[config.mk]
export PLATFORM = sky130hd
export DESIGN_NAME = valve_switch_sequencer_flat
export DESIGN_NICKNAME = d
export VERILOG_FILES = /design/src/sv/vss_pkg.sv /design/src/sv/vss_stream_if.sv /design/src/sv/valve_switch_sequencer.sv /design/src/sv/vss_datapath.sv /design/src/sv/vss_ctrl.sv /design/src/flat_wrapper.sv
export VERILOG_INCLUDE_DIRS = /design/src /design/src/sv
export SDC_FILE = /design/constraint.sdc
export NUM_CORES = 1
export LEC_CHECK = 0
export BUFFER_PORTS_ARGS = -buffer_cell sky130_fd_sc_hd__buf_2
export CORE_MARGIN = 10
export CORE_UTILIZATION = 39
export DETAILED_ROUTE_END_ITERATION = 6
export GPL_TIMING_DRIVEN = 0
export HOLD_SLACK_MARGIN = 0.06
export PLACE_DENSITY = 0.66
export SYNTH_ARGS = -nofsm -noshare
export SYNTH_HDL_FRONTEND = slang
export SYNTH_SLANG_ARGS = --single-unit
export TNS_END_PERCENT = 30
[constraint.sdc]
create_clock -name clk -period 6.53 [get_ports clk]
set_clock_uncertainty 0.1 [all_clocks]
set_input_delay 0.9795 -clock clk [delete_from_list [all_inputs] [get_ports clk]]
set_output_delay 0.9795 -clock clk [all_outputs]
set_load 0.03 [all_outputs]
[src/sv/valve_switch_sequencer_defines.svh]
// Assertion macros for the valve switch sequencer.
`ifndef VALVE_SWITCH_SEQUENCER_DEFINES_SVH
`define VALVE_SWITCH_SEQUENCER_DEFINES_SVH
// Concurrent check with asynchronous reset disable.
`define VSS_ASSERT(lbl, clk, rst_n, prop) \
	lbl: assert property (@(posedge clk) disable iff (!rst_n) prop) \
		else $error("assertion failed");
// Signal must be zero while a condition holds.
`define VSS_ASSERT_ZERO(lbl, clk, rst_n, cond, sig) \
	lbl: assert property (@(posedge clk) disable iff (!rst_n) (cond) |-> ((sig) == '0)) \
		else $error("value not zero");
`endif

[src/sv/vss_pkg.sv]
`timescale 1ns / 1ps
// ----------------------------------------------------------------------------
// vss_pkg
// Types and constants shared by the valve switch sequencer.
// ----------------------------------------------------------------------------
package vss_pkg;
	localparam int NUM_VALVES_DEF      = 10;
	localparam int FULL_DUTY_COUNT_DEF = 4500;
	localparam int CLOSE_DELAY_CAP_DEF = 1000;
	localparam int OPEN_DELAY_CAP_DEF  = 100;

	localparam logic [15:0] IO_BITS = 16'hFFF0;
	localparam logic [15:0] EX_BITS = 16'h007F;
	localparam logic [12:0] CMP_MAX = 13'd8191;

	localparam logic [1:0] ACT_TICK  = 2'd0;
	localparam logic [1:0] ACT_REQ   = 2'd1;
	localparam logic [1:0] ACT_BREAK = 2'd2;

	localparam logic [2:0] REG_EXT   = 3'd0;
	localparam logic [2:0] REG_DUTY  = 3'd1;
	localparam logic [2:0] REG_CDLY  = 3'd2;
	localparam logic [2:0] REG_STEPS = 3'd3;
	localparam logic [2:0] REG_ODLY  = 3'd4;

	localparam logic [1:0] PH_IDLE  = 2'd0;
	localparam logic [1:0] PH_CLOSE = 2'd1;
	localparam logic [1:0] PH_OPEN  = 2'd2;
	localparam logic [1:0] PH_DONE  = 2'd3;

	typedef struct packed {
		logic [1:0]  action;
		logic [15:0] request_mask;
	} in_word_t;

	typedef struct packed {
		logic [15:0] full_on_mask;
		logic [15:0] hold_pwm_mask;
		logic [15:0] ramp_pwm_mask;
		logic [12:0] hold_compare;
		logic [12:0] ramp_compare;
		logic [15:0] valve_status;
		logic [1:0]  seq_phase;
		logic        done_res;
	} out_word_t;

	// controller -> datapath
	typedef struct packed {
		logic load;      // latch input, load working copies on request
		logic start;     // compute target and sets
		logic div_init;  // start both dividers
		logic div_step;  // one quotient bit
		logic close_go;  // enter closing with quotients
		logic open_go;   // begin open phase, or finish if none to open
		logic tick;      // run one tick
		logic emit;      // build output word
	} dp_cmd_t;

	// datapath -> controller
	typedef struct packed {
		logic is_req;
		logic is_break;
		logic is_tick;
		logic closing_nz;
		logic div_last;
	} dp_stat_t;
endpackage

[src/sv/vss_stream_if.sv]
`timescale 1ns / 1ps
// ----------------------------------------------------------------------------
// vss_stream_if
// Valid/ready channel carrying one word.
// ----------------------------------------------------------------------------
interface vss_stream_if #(parameter type T = logic) ();
	logic valid;
	logic ready;
	T     data;
	modport source (output valid, output data, input ready);
	modport sink   (input valid, input data, output ready);
endinterface

[src/sv/valve_switch_sequencer.sv]
`timescale 1ns / 1ps
// ----------------------------------------------------------------------------
// valve_switch_sequencer
// Closes and opens a bank of valves in PWM ramp / full drive sequences.
// ----------------------------------------------------------------------------
// One word in gives one word out. A tick runs the tick step, and the open
// step as well when it ends the closing ramp; an ignored action goes on
// to emit. A request or force break with valves to close runs the 16-step
// restoring dividers that form the ramp decrement and step period; one
// with none to close goes on to the open step without them.
// One word is in work at a time; the next is taken once the result stands
// in the output register.
module valve_switch_sequencer #(
	parameter int NUM_VALVES      = vss_pkg::NUM_VALVES_DEF,
	parameter int FULL_DUTY_COUNT = vss_pkg::FULL_DUTY_COUNT_DEF,
	parameter int CLOSE_DELAY_CAP = vss_pkg::CLOSE_DELAY_CAP_DEF,
	parameter int OPEN_DELAY_CAP  = vss_pkg::OPEN_DELAY_CAP_DEF
) (
	input  logic        clk,
	input  logic        arst_n,
	input  logic        cfg_we,
	input  logic [2:0]  cfg_index,
	input  logic [15:0] cfg_data,
	vss_stream_if.sink  in_ch,
	vss_stream_if.source out_ch
);
	import vss_pkg::*;

	dp_cmd_t   cmd;
	dp_stat_t  stat;
	in_word_t  in_word;
	out_word_t out_word;
	logic      close_end;

	assign in_word     = in_ch.data;
	assign out_ch.data = out_word;

	vss_ctrl u_ctrl (
		.clk(clk), .arst_n(arst_n),
		.in_valid(in_ch.valid), .in_ready(in_ch.ready),
		.out_valid(out_ch.valid), .out_ready(out_ch.ready),
		.close_end(close_end), .stat(stat), .cmd(cmd)
	);

	vss_datapath #(
		.NUM_VALVES(NUM_VALVES), .FULL_DUTY_COUNT(FULL_DUTY_COUNT),
		.CLOSE_DELAY_CAP(CLOSE_DELAY_CAP), .OPEN_DELAY_CAP(OPEN_DELAY_CAP)
	) u_dp (
		.clk(clk), .arst_n(arst_n),
		.cfg_we(cfg_we), .cfg_index(cfg_index), .cfg_data(cfg_data),
		.in_word(in_word), .cmd(cmd), .stat(stat), .close_end(close_end),
		.out_word(out_word)
	);
endmodule

[src/sv/vss_datapath.sv]
`timescale 1ns / 1ps
// ----------------------------------------------------------------------------
// vss_datapath
// Sequencer state, serial dividers and the tick/ramp logic.
// ----------------------------------------------------------------------------
module vss_datapath #(
	parameter int NUM_VALVES      = vss_pkg::NUM_VALVES_DEF,
	parameter int FULL_DUTY_COUNT = vss_pkg::FULL_DUTY_COUNT_DEF,
	parameter int CLOSE_DELAY_CAP = vss_pkg::CLOSE_DELAY_CAP_DEF,
	parameter int OPEN_DELAY_CAP  = vss_pkg::OPEN_DELAY_CAP_DEF
) (
	input  logic               clk,
	input  logic               arst_n,
	input  logic               cfg_we,
	input  logic [2:0]         cfg_index,
	input  logic [15:0]        cfg_data,
	input  vss_pkg::in_word_t  in_word,
	input  vss_pkg::dp_cmd_t   cmd,
	output vss_pkg::dp_stat_t  stat,
	output logic               close_end,
	output vss_pkg::out_word_t out_word
);
	import vss_pkg::*;

	localparam int          NV    = (NUM_VALVES > 16) ? 16 : NUM_VALVES;
	localparam logic [15:0] VBITS = 16'((32'hFFFF << (16 - NV)) & 32'hFFFF);
	localparam int          DSTEP = FULL_DUTY_COUNT / 100;
	localparam logic [15:0] CCAP  = 16'(CLOSE_DELAY_CAP);
	localparam logic [15:0] OCAP  = 16'(OPEN_DELAY_CAP);

	logic [15:0] ext_q, cdly_q, odly_q;
	logic [6:0]  duty_q, w_duty_q;
	logic [7:0]  csteps_q;
	logic [15:0] w_cdly_q, w_odly_q;
	logic [1:0]  act_q;
	logic [15:0] req_q;
	logic [1:0]  phase_q;
	logic [15:0] target_q, close_q, open_q, status_q;
	logic [15:0] full_q, pwm_q, ramp_q;
	logic [12:0] rval_q, rdec_q;
	logic [15:0] period_q, msc_q;
	logic [7:0]  steps_q;
	logic        done_q;
	logic [15:0] dnum_a_q, dnum_b_q, quo_a_q, quo_b_q;
	logic [15:0] rem_a_q, rem_b_q;
	logic [3:0]  dcnt_q;

	logic [6:0]  duty_sat;
	logic [31:0] hold_wide;
	logic [12:0] hold_cmp;
	logic [15:0] tgt, cl_delay;
	logic [7:0]  div_d;
	logic [16:0] ra_sh, rb_sh;
	logic [15:0] msc_inc, per_eff;
	logic        elapsed;
	logic [15:0] cvb, ovb;

	always_comb begin
		duty_sat  = (w_duty_q > 7'd100) ? 7'd100 : w_duty_q;
		hold_wide = 32'(DSTEP) * 32'(duty_sat);
		hold_cmp  = (hold_wide > 32'(CMP_MAX)) ? CMP_MAX : hold_wide[12:0];
		tgt       = ((act_q == ACT_REQ ? req_q : 16'd0) & IO_BITS) | (ext_q & EX_BITS);
		cl_delay  = (w_cdly_q > CCAP) ? CCAP : w_cdly_q;
		div_d     = (steps_q == 8'd0) ? 8'd1 : steps_q;
		ra_sh     = {rem_a_q, dnum_a_q[15]};
		rb_sh     = {rem_b_q, dnum_b_q[15]};
		msc_inc   = msc_q + 16'd1;
		per_eff   = (period_q == 16'd0) ? 16'd1 : period_q;
		elapsed   = msc_inc >= per_eff;
		cvb       = close_q & VBITS;
		ovb       = open_q & VBITS;
	end

	always_ff @(posedge clk or negedge arst_n) begin
		if (!arst_n) begin
			ext_q <= '0; duty_q <= 7'd100; cdly_q <= '0; csteps_q <= '0; odly_q <= '0;
			w_duty_q <= 7'd100; w_cdly_q <= '0; w_odly_q <= '0;
			act_q <= '0; req_q <= '0;
			phase_q <= PH_IDLE; target_q <= '0; close_q <= '0; open_q <= '0;
			status_q <= '0; full_q <= '0; pwm_q <= '0; ramp_q <= '0;
			rval_q <= '0; rdec_q <= '0; period_q <= '0; msc_q <= '0;
			steps_q <= '0; done_q <= 1'b0;
			dnum_a_q <= '0; dnum_b_q <= '0; quo_a_q <= '0; quo_b_q <= '0;
			rem_a_q <= '0; rem_b_q <= '0; dcnt_q <= '0;
		end else begin
			if (cfg_we) begin
				unique case (cfg_index)
					REG_EXT:   ext_q    <= cfg_data;
					REG_DUTY:  duty_q   <= cfg_data[6:0];
					REG_CDLY:  cdly_q   <= cfg_data;
					REG_STEPS: csteps_q <= cfg_data[7:0];
					REG_ODLY:  odly_q   <= cfg_data;
					default: ;
				endcase
			end
			if (cmd.load) begin
				act_q  <= in_word.action;
				req_q  <= in_word.request_mask;
				done_q <= 1'b0;
				if (in_word.action == ACT_REQ) begin
					w_duty_q <= duty_q;
					w_cdly_q <= cdly_q;
					w_odly_q <= odly_q;
					steps_q  <= csteps_q;
				end
			end
			if (cmd.start) begin
				target_q <= tgt;
				close_q  <= status_q & ~tgt;
				open_q   <= tgt & ~status_q;
				rval_q   <= hold_cmp;
			end
			if (cmd.div_init) begin
				steps_q  <= div_d;
				dnum_a_q <= {3'd0, rval_q};
				dnum_b_q <= cl_delay;
				rem_a_q  <= '0;
				rem_b_q  <= '0;
				dcnt_q   <= '0;
			end
			if (cmd.div_step) begin
				if (ra_sh >= {9'd0, steps_q}) begin
					rem_a_q <= 16'(ra_sh - {9'd0, steps_q});
					quo_a_q <= {quo_a_q[14:0], 1'b1};
				end else begin
					rem_a_q <= ra_sh[15:0];
					quo_a_q <= {quo_a_q[14:0], 1'b0};
				end
				if (rb_sh >= {9'd0, steps_q}) begin
					rem_b_q <= 16'(rb_sh - {9'd0, steps_q});
					quo_b_q <= {quo_b_q[14:0], 1'b1};
				end else begin
					rem_b_q <= rb_sh[15:0];
					quo_b_q <= {quo_b_q[14:0], 1'b0};
				end
				dnum_a_q <= {dnum_a_q[14:0], 1'b0};
				dnum_b_q <= {dnum_b_q[14:0], 1'b0};
				dcnt_q   <= dcnt_q + 4'd1;
			end
			if (cmd.close_go) begin
				rdec_q   <= quo_a_q[12:0];
				period_q <= quo_b_q;
				msc_q    <= '0;
				phase_q  <= PH_CLOSE;
			end
			if (cmd.open_go) begin
				if (open_q != 16'd0) begin
					full_q   <= full_q | ovb;
					pwm_q    <= pwm_q & ~ovb;
					ramp_q   <= ramp_q & ~ovb;
					period_q <= (w_odly_q > OCAP) ? OCAP : w_odly_q;
					msc_q    <= '0;
					phase_q  <= PH_OPEN;
				end else begin
					status_q <= target_q;
					phase_q  <= PH_IDLE;
					done_q   <= 1'b1;
				end
			end
			if (cmd.tick && phase_q != PH_IDLE) begin
				msc_q <= elapsed ? 16'd0 : msc_inc;
				if (elapsed) begin
					if (phase_q == PH_CLOSE) begin
						steps_q <= steps_q - 8'd1;
						full_q  <= full_q & ~cvb;
						pwm_q   <= pwm_q & ~cvb;
						if (steps_q != 8'd1) begin
							rval_q <= (rval_q > rdec_q) ? rval_q - rdec_q : 13'd0;
							ramp_q <= ramp_q | cvb;
						end else begin
							rval_q <= '0;
							ramp_q <= ramp_q & ~cvb;
						end
					end else begin
						pwm_q    <= pwm_q | ovb;
						full_q   <= full_q & ~ovb;
						ramp_q   <= ramp_q & ~ovb;
						status_q <= target_q;
						phase_q  <= PH_IDLE;
						done_q   <= 1'b1;
					end
				end
			end
		end
	end

	// last close step hands over to opening; controller issues open_go next
	always_comb begin
		stat.is_req     = act_q == ACT_REQ;
		stat.is_break   = act_q == ACT_BREAK;
		stat.is_tick    = act_q == ACT_TICK;
		stat.closing_nz = close_q != 16'd0;
		stat.div_last   = dcnt_q == 4'd15;
		close_end       = (phase_q == PH_CLOSE) && elapsed && (steps_q == 8'd1);
	end

	always_ff @(posedge clk) begin
		if (cmd.emit) begin
			out_word.full_on_mask  <= full_q;
			out_word.hold_pwm_mask <= pwm_q;
			out_word.ramp_pwm_mask <= ramp_q;
			out_word.hold_compare  <= hold_cmp;
			out_word.ramp_compare  <= (phase_q == PH_CLOSE) ? rval_q : 13'd0;
			out_word.valve_status  <= status_q;
			out_word.seq_phase     <= done_q ? PH_DONE : phase_q;
			out_word.done_res      <= done_q;
		end
	end
endmodule

[src/sv/vss_ctrl.sv]
`timescale 1ns / 1ps
// ----------------------------------------------------------------------------
// vss_ctrl
// Sequencing of one word: decode, start, divide, tick, emit, handshake.
// ----------------------------------------------------------------------------
`include "valve_switch_sequencer_defines.svh"
module vss_ctrl (
	input  logic              clk,
	input  logic              arst_n,
	input  logic              in_valid,
	output logic              in_ready,
	output logic              out_valid,
	input  logic              out_ready,
	input  logic              close_end,
	input  vss_pkg::dp_stat_t stat,
	output vss_pkg::dp_cmd_t  cmd
);
	import vss_pkg::*;

	typedef enum logic [7:0] {
		S_IDLE  = 8'b0000_0001,
		S_DEC   = 8'b0000_0010,
		S_START = 8'b0000_0100,
		S_DINIT = 8'b0000_1000,
		S_DIV   = 8'b0001_0000,
		S_OPEN  = 8'b0010_0000,
		S_TICK  = 8'b0100_0000,
		S_EMIT  = 8'b1000_0000
	} state_t;

	state_t state_q, state_d;
	logic   ovalid_q;

	assign in_ready  = state_q == S_IDLE;
	assign out_valid = ovalid_q;

	always_comb begin
		state_d = state_q;
		cmd     = '0;
		unique case (state_q)
			S_IDLE: if (in_valid) begin
				cmd.load = 1'b1;
				state_d  = S_DEC;
			end
			S_DEC: begin
				if (stat.is_req || stat.is_break) state_d = S_START;
				else if (stat.is_tick) state_d = S_TICK;
				else state_d = S_EMIT;
			end
			S_START: begin
				cmd.start = 1'b1;
				state_d   = S_DINIT;
			end
			S_DINIT: begin
				if (stat.closing_nz) begin
					cmd.div_init = 1'b1;
					state_d      = S_DIV;
				end else state_d = S_OPEN;
			end
			S_DIV: begin
				cmd.div_step = 1'b1;
				if (stat.div_last) state_d = S_OPEN;
			end
			S_OPEN: begin
				if (stat.closing_nz && !stat.is_tick) cmd.close_go = 1'b1;
				else cmd.open_go = 1'b1;
				state_d = S_EMIT;
			end
			S_TICK: begin
				cmd.tick = 1'b1;
				state_d  = close_end ? S_OPEN : S_EMIT;
			end
			S_EMIT: if (!ovalid_q || out_ready) begin
				cmd.emit = 1'b1;
				state_d  = S_IDLE;
			end
			default: state_d = S_IDLE;
		endcase
	end

	always_ff @(posedge clk or negedge arst_n) begin
		if (!arst_n) begin
			state_q  <= S_IDLE;
			ovalid_q <= 1'b0;
		end else begin
			state_q <= state_d;
			if (cmd.emit) ovalid_q <= 1'b1;
			else if (out_ready) ovalid_q <= 1'b0;
		end
	end

	`VSS_ASSERT(a_onehot, clk, arst_n, $onehot(state_q))
	`VSS_ASSERT(a_emit_idle, clk, arst_n, cmd.emit |=> state_q == S_IDLE)
	`VSS_ASSERT(a_emit_valid, clk, arst_n, cmd.emit |=> out_valid)
	`VSS_ASSERT_ZERO(a_no_load_busy, clk, arst_n, state_q != S_IDLE, cmd.load)
endmodule

[src/flat_wrapper.sv]
// flat-port wrapper written by rule: the top's interface ports become plain ports
module valve_switch_sequencer_flat import vss_pkg::*;
#(
	parameter int NUM_VALVES      = vss_pkg::NUM_VALVES_DEF,
	parameter int FULL_DUTY_COUNT = vss_pkg::FULL_DUTY_COUNT_DEF,
	parameter int CLOSE_DELAY_CAP = vss_pkg::CLOSE_DELAY_CAP_DEF,
	parameter int OPEN_DELAY_CAP  = vss_pkg::OPEN_DELAY_CAP_DEF
)
  (clk, arst_n, cfg_we, cfg_index, cfg_data, in_ch_valid, in_ch_data, in_ch_ready, out_ch_valid, out_ch_data, out_ch_ready);
  vss_stream_if #(.T(in_word_t)) in_ch_i ();
  vss_stream_if #(.T(out_word_t)) out_ch_i ();
  input  logic clk;
  input  logic arst_n;
  input  logic cfg_we;
  input  logic [2:0] cfg_index;
  input  logic [15:0] cfg_data;
  input wire logic [$bits(in_ch_i.valid)-1:0] in_ch_valid;
  input wire logic [$bits(in_ch_i.data)-1:0] in_ch_data;
  output wire logic [$bits(in_ch_i.ready)-1:0] in_ch_ready;
  output wire logic [$bits(out_ch_i.valid)-1:0] out_ch_valid;
  output wire logic [$bits(out_ch_i.data)-1:0] out_ch_data;
  input wire logic [$bits(out_ch_i.ready)-1:0] out_ch_ready;
  assign in_ch_i.valid = in_ch_valid;
  assign in_ch_i.data = in_ch_data;
  assign in_ch_ready = in_ch_i.ready;
  assign out_ch_valid = out_ch_i.valid;
  assign out_ch_data = out_ch_i.data;
  assign out_ch_i.ready = out_ch_ready;
  valve_switch_sequencer #(.NUM_VALVES(NUM_VALVES), .FULL_DUTY_COUNT(FULL_DUTY_COUNT), .CLOSE_DELAY_CAP(CLOSE_DELAY_CAP), .OPEN_DELAY_CAP(OPEN_DELAY_CAP)) u_core (.clk(clk), .arst_n(arst_n), .cfg_we(cfg_we), .cfg_index(cfg_index), .cfg_data(cfg_data), .in_ch(in_ch_i), .out_ch(out_ch_i));
endmodule
==> run metrics, run 1 <==
clock tree root driver cell=clkbuf_16; Ys Warns=0; min-delay worst type=input pin to async pin; routed len/inst=19.2 microns; Async S/R FF share, synth=0.834; GRT Overall Usage=0.179; Die X=255 microns; Starting Density=0.393; port buffer count=113; crit end category=register; hpwl dp=43600 microns; CTS max path bufs=3; Layout Cells excl Fill=3051; post-route antenna net violation count=0; Final Total Pwr=9.46 mW; CTS H-tree lvls=2; Nets=2432; Resize count post-CTS=0; VDD IR max=369 uV; P&R area growth vs syn=15.4%; vias in the first global route=16300; Die Area=65100 sq um; initial antenna violation count=1; reg-to-reg startpoint=u_core.u_dp.msc_q[0]; Pwr per Cell Area=380 nW/um^2; share of cells above drive strength 1=0.153; CORE AREA=54900 sq um; die span in y=255 microns; area leader, netlist=dfrtp_1; Routability Congestion=0.877; kind of critical path=register to register; CTS tree=done; Clock transition at path regs=60 ps; Util after Layout=0.453; crit path DAT=4950 ps; FF/Latch Area=11700 sq um; status=finished clean; Fmax achieved=0.219 GHz; first-pass GRT wire length=92400 microns; IO Pins=137; Worst slew margin=0.199; placed insts=2964; max cap viols=0; leakage=11.4 nW; startpoint types=register; Final Cycle Share=0.701; mapped cell area=21600 sq um; Syn Area/Cell=10.2 sq um; critical path required time=6910 ps; Yosys top cell area share=0.428; Hold Buf Count CTS=0; Critical R2R Capture=u_core.u_dp.status_q[6]; Slew @ Worst Pin=1190 ps; vias per cell=5.41; worst skew pair latency=590 ps; Yosys reg bits=451; CTS Buf Count=47; Setup Fix Bufs, Post-CTS=0; Final Slew Violations=0; Syn Inst Count=2124; number of synthesized flops with an enable pin=75; Seq/Total Area, Yosys=0.541; post-synthesis cell type count=90; R2R Setup Slk=1960 ps; GRT overflow=0; DRT Pass-1 Iters=6; min Tclk post-route=4570 ps; drt first-iter violations=1327; area of the multi-input gates=9140 sq um; ys flop type=dfrtp_1; clock sink count=451; RSZ-0062 raised after global routing=no; final wirelength=58600 microns; largest net degree at the start of global routing=91; diode count=0; Worst Reg-to-Reg Cells=15; DR DRC count=0; Final Hold Violating Endpoints=0; Hold WS=225 ps; filler instances=5132; routed vias=16500; Area contributors post-synth=dfrtp_1 43%, edfxtp_1 10%, nand2_1 8.7%; CP max FO=10; row cnt=86; final setup fails=0
power breakdown:
part | switching (mW) | internal [mW]
Sequential | 0.377 | 3.32
Clock | 1.16 | 1.66
Combinational | 1.86 | 1.07
Total | 3.40 | 6.06
cells in the mapped netlist (5+ instances only):
library cell / n
ha_1: 70
clkbuf_1: 54
mux2i_1: 26
o221ai_1: 8
and2_1: 18
a211oi_1: 5
a31oi_1: 20
and3_1: 17
dfrtp_1: 369
o31ai_1: 19
nor2b_1: 16
edfxtp_1: 75
a22o_1: 26
mux2_2: 78
o21a_1: 10
a21boi_0: 6
a311oi_1: 6
nor3b_1: 6
nor4_1: 23
xor2_1: 25
a21oi_1: 85
buf_2: 27
buf_1: 9
a21o_1: 20
o21ai_0: 138
nand4_1: 16
o22ai_1: 6
xnor2_1: 29
or3_1: 6
nor2_1: 120
nand3_1: 37
or2_2: 5
nor3_1: 28
buf_4: 20
dfstp_2: 7
inv_1: 77
nand2b_1: 21
nand2_1: 498
fa_1: 11
placed cells by master (no fill, tap or decap), drive strengths merged, types with 7 or more instances in the layout:
master / count
fa: 11
a31oi: 21
o21ai: 140
and3: 17
or2: 7
nand2: 500
a21oi: 86
buf: 177
nor3: 29
nor2b: 16
edfxtp: 75
nand2b: 21
nand3: 37
conb: 18
inv: 79
ha: 70
o21a: 10
clkbuf: 114
xnor2: 29
dfstp: 7
nor4: 24
mux2i: 26
a22o: 26
o221ai: 8
dfrtp: 369
o31ai: 20
xor2: 25
a21o: 20
nand4: 16
clkinv: 16
and2: 18
nor2: 121
mux2: 80
per-layer routing:
| layer | vias to the layer above | track usage | wire [microns] |
|---|---|---|---|
| met5 | - | 0 | 0 |
| met4 | 0 | 0.0500 | 1320 |
| met3 | 82 | 0.0322 | 3680 |
| met2 | 475 | 0.288 | 26800 |
| met1 | 8224 | 0.245 | 26700 |
| li1 | 7714 | - | - |
cell families after synthesis:
family | after synthesis | synth area share
AO/OA/AOI/OAI | 401 | 0.120
XOR/XNOR | 54 | 0.0219
adder cells (fa/ha/maj) | 81 | 0.0508
buffers and inverters | 190 | 0.0388
flip-flops | 451 | 0.541
multiplexers | 106 | 0.0538
other | 1 | 0.000174
AND/OR/NAND/NOR | 840 | 0.173
worst max-delay path by stage:
stage,from,end,slack [ps]
after floorplan,u_core.u_ctrl.state_q[2],u_core.u_dp.out_word[0],1440
after global placement,arst_n,u_core.u_dp.full_q[11],-2930
after detailed placement,u_core.u_dp.w_duty_q[0],u_core.u_dp.rval_q[11],2010
after CTS,u_core.u_dp.w_duty_q[0],u_core.u_dp.rval_q[11],1990
after global routing,u_core.u_dp.w_duty_q[0],u_core.u_dp.rval_q[11],1570
final,u_core.u_dp.msc_q[0],u_core.u_dp.status_q[6],1960
flip-flops by register name, indices dropped and copies added (netlist names), 16 cells and up, named ones only:
| name | flops |
|---|---|
| u_core.u_dp.open_q | 16 |
| u_core.u_dp.target_q | 16 |
| u_core.u_dp.odly_q | 16 |
| u_core.u_dp.dnum_b_q | 16 |
| u_core.u_dp.w_odly_q | 16 |
| u_core.u_dp.period_q | 16 |
| u_core.u_dp.w_cdly_q | 16 |
| u_core.u_dp.cdly_q | 16 |
| u_core.u_dp.close_q | 16 |
| u_core.u_dp.status_q | 16 |
| u_core.u_dp.rem_b_q | 16 |
| u_core.u_dp.msc_q | 16 |
| u_core.u_dp.out_word | 75 |
| u_core.u_dp.rem_a_q | 16 |
| u_core.u_dp.dnum_a_q | 16 |
| u_core.u_dp.quo_b_q | 16 |
cell type report:
cell class / instances / area share
multi-input cells: 1500 / 0.367
flip-flops and latches: 451 / 0.469
inverters: 78 / 0.0118
plain buffers: 112 / 0.0219
clock inverters: 27 / 0.0129
repair buffers: 119 / 0.0292
well taps: 704 / 0.0354
clock buffers: 60 / 0.0526
metrics by stage:
stage | setup TNS (ps) | setup slack, ps | instance area (sq um)
3_3_place_gp | -1085950 | -2930 | 23100
5_1_grt | 0 | 1570 | 24900
3_5_place_dp | 0 | 2010 | 23200
6_report | 0 | 1960 | 24900
2_1_floorplan | 0 | 1440 | 21600
4_1_cts | 0 | 1990 | 24900
worst max-delay path, stage by stage, from the launching register on:
cell and delay [ps]:
dfrtp_1 450, ha_1 250, and3_1 200, and3_1 160
clkbuf_1 240, nand2_1 120, nor2_1 310, xor2_1 270
ha_1 300, a21oi_1 130, o21ai_0 290, o31ai_4 400
nand2_2 180, a31oi_4 470, buf_6 230, mux2_2 350
Note: power is estimated with default switching activity, not from simulation.
==> run 2: changes to the inputs <==
Settings changed: PLACE_DENSITY 0.66 to 0.68.
Clock period 6.53 ns to 4.1 ns, I/O delays scaled along.
==> run metrics, run 2 (synthesis results as in run 1) <==
Worst slew margin=0.0960 (was 0.199); crit path DAT=4200 ps (was 4950 ps); max incr delay on CP=590 ps (was 470 ps); P_int=9.52 mW (was 6.06 mW); Final Slew Violations=0 (unchanged); Largest register FFs=75 (unchanged); CTS H-tree lvls=2 (unchanged); Worst Reg-to-Reg Cells=14 (was 15); row cnt=86 (unchanged); vias per cell=5.41 (about the same); crit end category=register (unchanged); CP max FO=6 (was 10); switch share=0.371 (was 0.360); CP cell instances=nand2_1 -> a21o_1 -> and2_4 -> fa_1 -> inv_1 -> fa_1 -> inv_1 -> ha_4 -> nor2b_2 -> o2111a_2 -> nor4_4 -> o21bai_2 -> xor2_2 -> buf_4 (was ha_1 -> and3_1 -> and3_1 -> clkbuf_1 -> nand2_1 -> nor2_1 -> xor2_1 -> ha_1 -> a21oi_1 -> o21ai_0 -> o31ai_4 -> nand2_2 -> a31oi_4 -> buf_6 -> mux2_2); Comb pwr share=0.341 (was 0.310); P&R area growth vs syn=15.5% (was 15.4%); leakage=11.4 nW (about the same); final setup margin=132 ps (was 1960 ps); Pwr per Cell Area=607 nW/um^2 (was 380 nW/um^2); status=finished clean (unchanged); Reg power frac=0.392 (was 0.391); CTS tree=done (unchanged); Die Area=65100 sq um (unchanged); max cap viols=0 (unchanged); CP Depth=14 (was 15); largest net degree at the start of global routing=127 (was 91); kind of critical path=register to register (unchanged); die span in y=255 microns (unchanged); GRT Overall Usage=0.179 (about the same); Clock power frac=0.267 (was 0.299); DR DRC count=0 (unchanged); CTS max path bufs=3 (unchanged); cell family with most CP delay=adder cells (was compound AO/OA/AOI/OAI gates); final setup fails=0 (unchanged); min-delay worst type=input pin to register (was input pin to async pin); Routability Congestion=0.912 (was 0.877); Clock transition at path regs=60 ps (about the same); vias in the first global route=16200 (was 16300); Final Hold Violating Endpoints=0 (unchanged); share of cells above drive strength 1=0.164 (was 0.153); final wirelength=58600 microns (about the same); RSZ-0062 raised after global routing=yes (was no); clock tree root driver cell=clkbuf_16 (unchanged); CORE AREA=54900 sq um (unchanged); startpoint types=register (unchanged); GRT overflow=0 (unchanged); Final Cycle Share=0.968 (was 0.701); commonest non-fill, non-tap cell in the layout=nand2_1 (unchanged); Fmax achieved=0.252 GHz (was 0.219 GHz); routed len/inst=19.1 microns (was 19.2 microns); port buffer count=113 (unchanged); post-route antenna net violation count=0 (unchanged); CP max-delay cell=dfstp_2 (was a31oi_4); DRT Pass-1 Iters=5 (was 6); worst path bufs/invs=3 (was 2); most frequent cells in the layout=495 x nand2_1, 367 x dfrtp_1, 137 x buf_2 (was 498 x nand2_1, 369 x dfrtp_1, 139 x buf_2); initial antenna violation count=1 (unchanged); Nets=2442 (was 2432); Largest Register=u_core.u_dp.out_word (unchanged); hpwl dp=42900 microns (was 43600 microns); WHS Path Cells=3; R2R Setup Slk=130 ps (was 1960 ps); Layout Cells excl Fill=3062 (was 3051); post-place setup slack=-468 ps (was 2010 ps); clock sink count=451 (unchanged); critical path required time=4330 ps (was 6910 ps); CTS Buf Count=46 (was 47); drt first-iter violations=1417 (was 1327); min Tclk post-route=3970 ps (was 4570 ps); placed insts=2963 (was 2964); worst skew pair latency=600 ps (was 590 ps); first-pass GRT wire length=91600 microns (was 92400 microns); routed vias=16600 (was 16500); Starting Density=0.393 (unchanged); IO Pins=137 (unchanged); VDD IR max=651 uV (was 369 uV); net switching power=5.61 mW (was 3.40 mW); Die X=255 microns (unchanged); Slew @ Worst Pin=1350 ps (was 1190 ps)
run 2: path summary, 6_finish.rpt:
| check | from | end |
|---|---|---|
| setup / recovery | u_core.u_dp.w_duty_q[6] | u_core.u_dp.out_word[44] |
| hold / removal | in_ch_data[8] | u_core.u_dp.req_q[8] |
| setup reg to reg | u_core.u_dp.w_duty_q[6] | u_core.u_dp.out_word[44] |
| hold reg to reg | u_core.u_dp.duty_q[6] | u_core.u_dp.w_duty_q[6] |
| max in group asynchronous | arst_n | u_core.u_dp.req_q[6] |
| min in group asynchronous | arst_n | u_core.u_dp.rem_a_q[11] |
run 2: power by group through the flow:
stage,clock network (mW),registers [mW],logic [mW]
global route,4.30,5.99,5.65
global placement,0,5.96,4.53
finish,4.04,5.93,5.16
detailed placement,0,5.98,4.58
CTS,4.11,5.90,4.70
floorplan,0,5.74,3.08
run 2: worst register-to-register path: cells and delay by family (launching register included):
family          cells  cell delay [ps]
fa+ha+maj           3             1300
simple gates        4              660
compound gates      3              600
flops               1              590
buf+inv             3              280
xor+xnor            1              200
run 2: through the flow:
stage                     area [sq um]  setup TNS (ps)  power (mW)  hold slack [ps]  utilization
after floorplan                  21600               0        8.82              219            -
after global placement           23100        -1862800        10.5              334        0.421
after detailed placement         23200          -20280        10.6              340        0.423
after CTS                        24700           -1.76        14.7             84.0        0.450
after global routing             24900           -93.4        15.9             92.0        0.454
final                            24900               0        15.1              108        0.454
run 2: metal layers:
metal,global-route usage,part of all wire
met5,0,0.00012
met4,0.0534,0.024
met3,0.0395,0.072
met2,0.276,0.45
met1,0.248,0.46
run 2: timing repair:
action	4_1_cts	5_1_grt
buffers inserted	4	7
hold buffers	1	0
pin swaps	4	8
hold endpoints to repair	31	0
gates resized for setup	13	25
endpoints found under the setup margin	71	57
gates cloned	0	0
run 2: cell type report:
class | count | area [sq um]
sequential | 451 | 11700
timing repair buffer | 130 | 807
clock inverter | 31 | 220
antenna | 1 | 2.50
multi-input combinational | 1500 | 9280
clock buffer | 55 | 1190
inverter | 78 | 293
fill | 5098 | 30000
buffer | 112 | 552
tap | 704 | 881
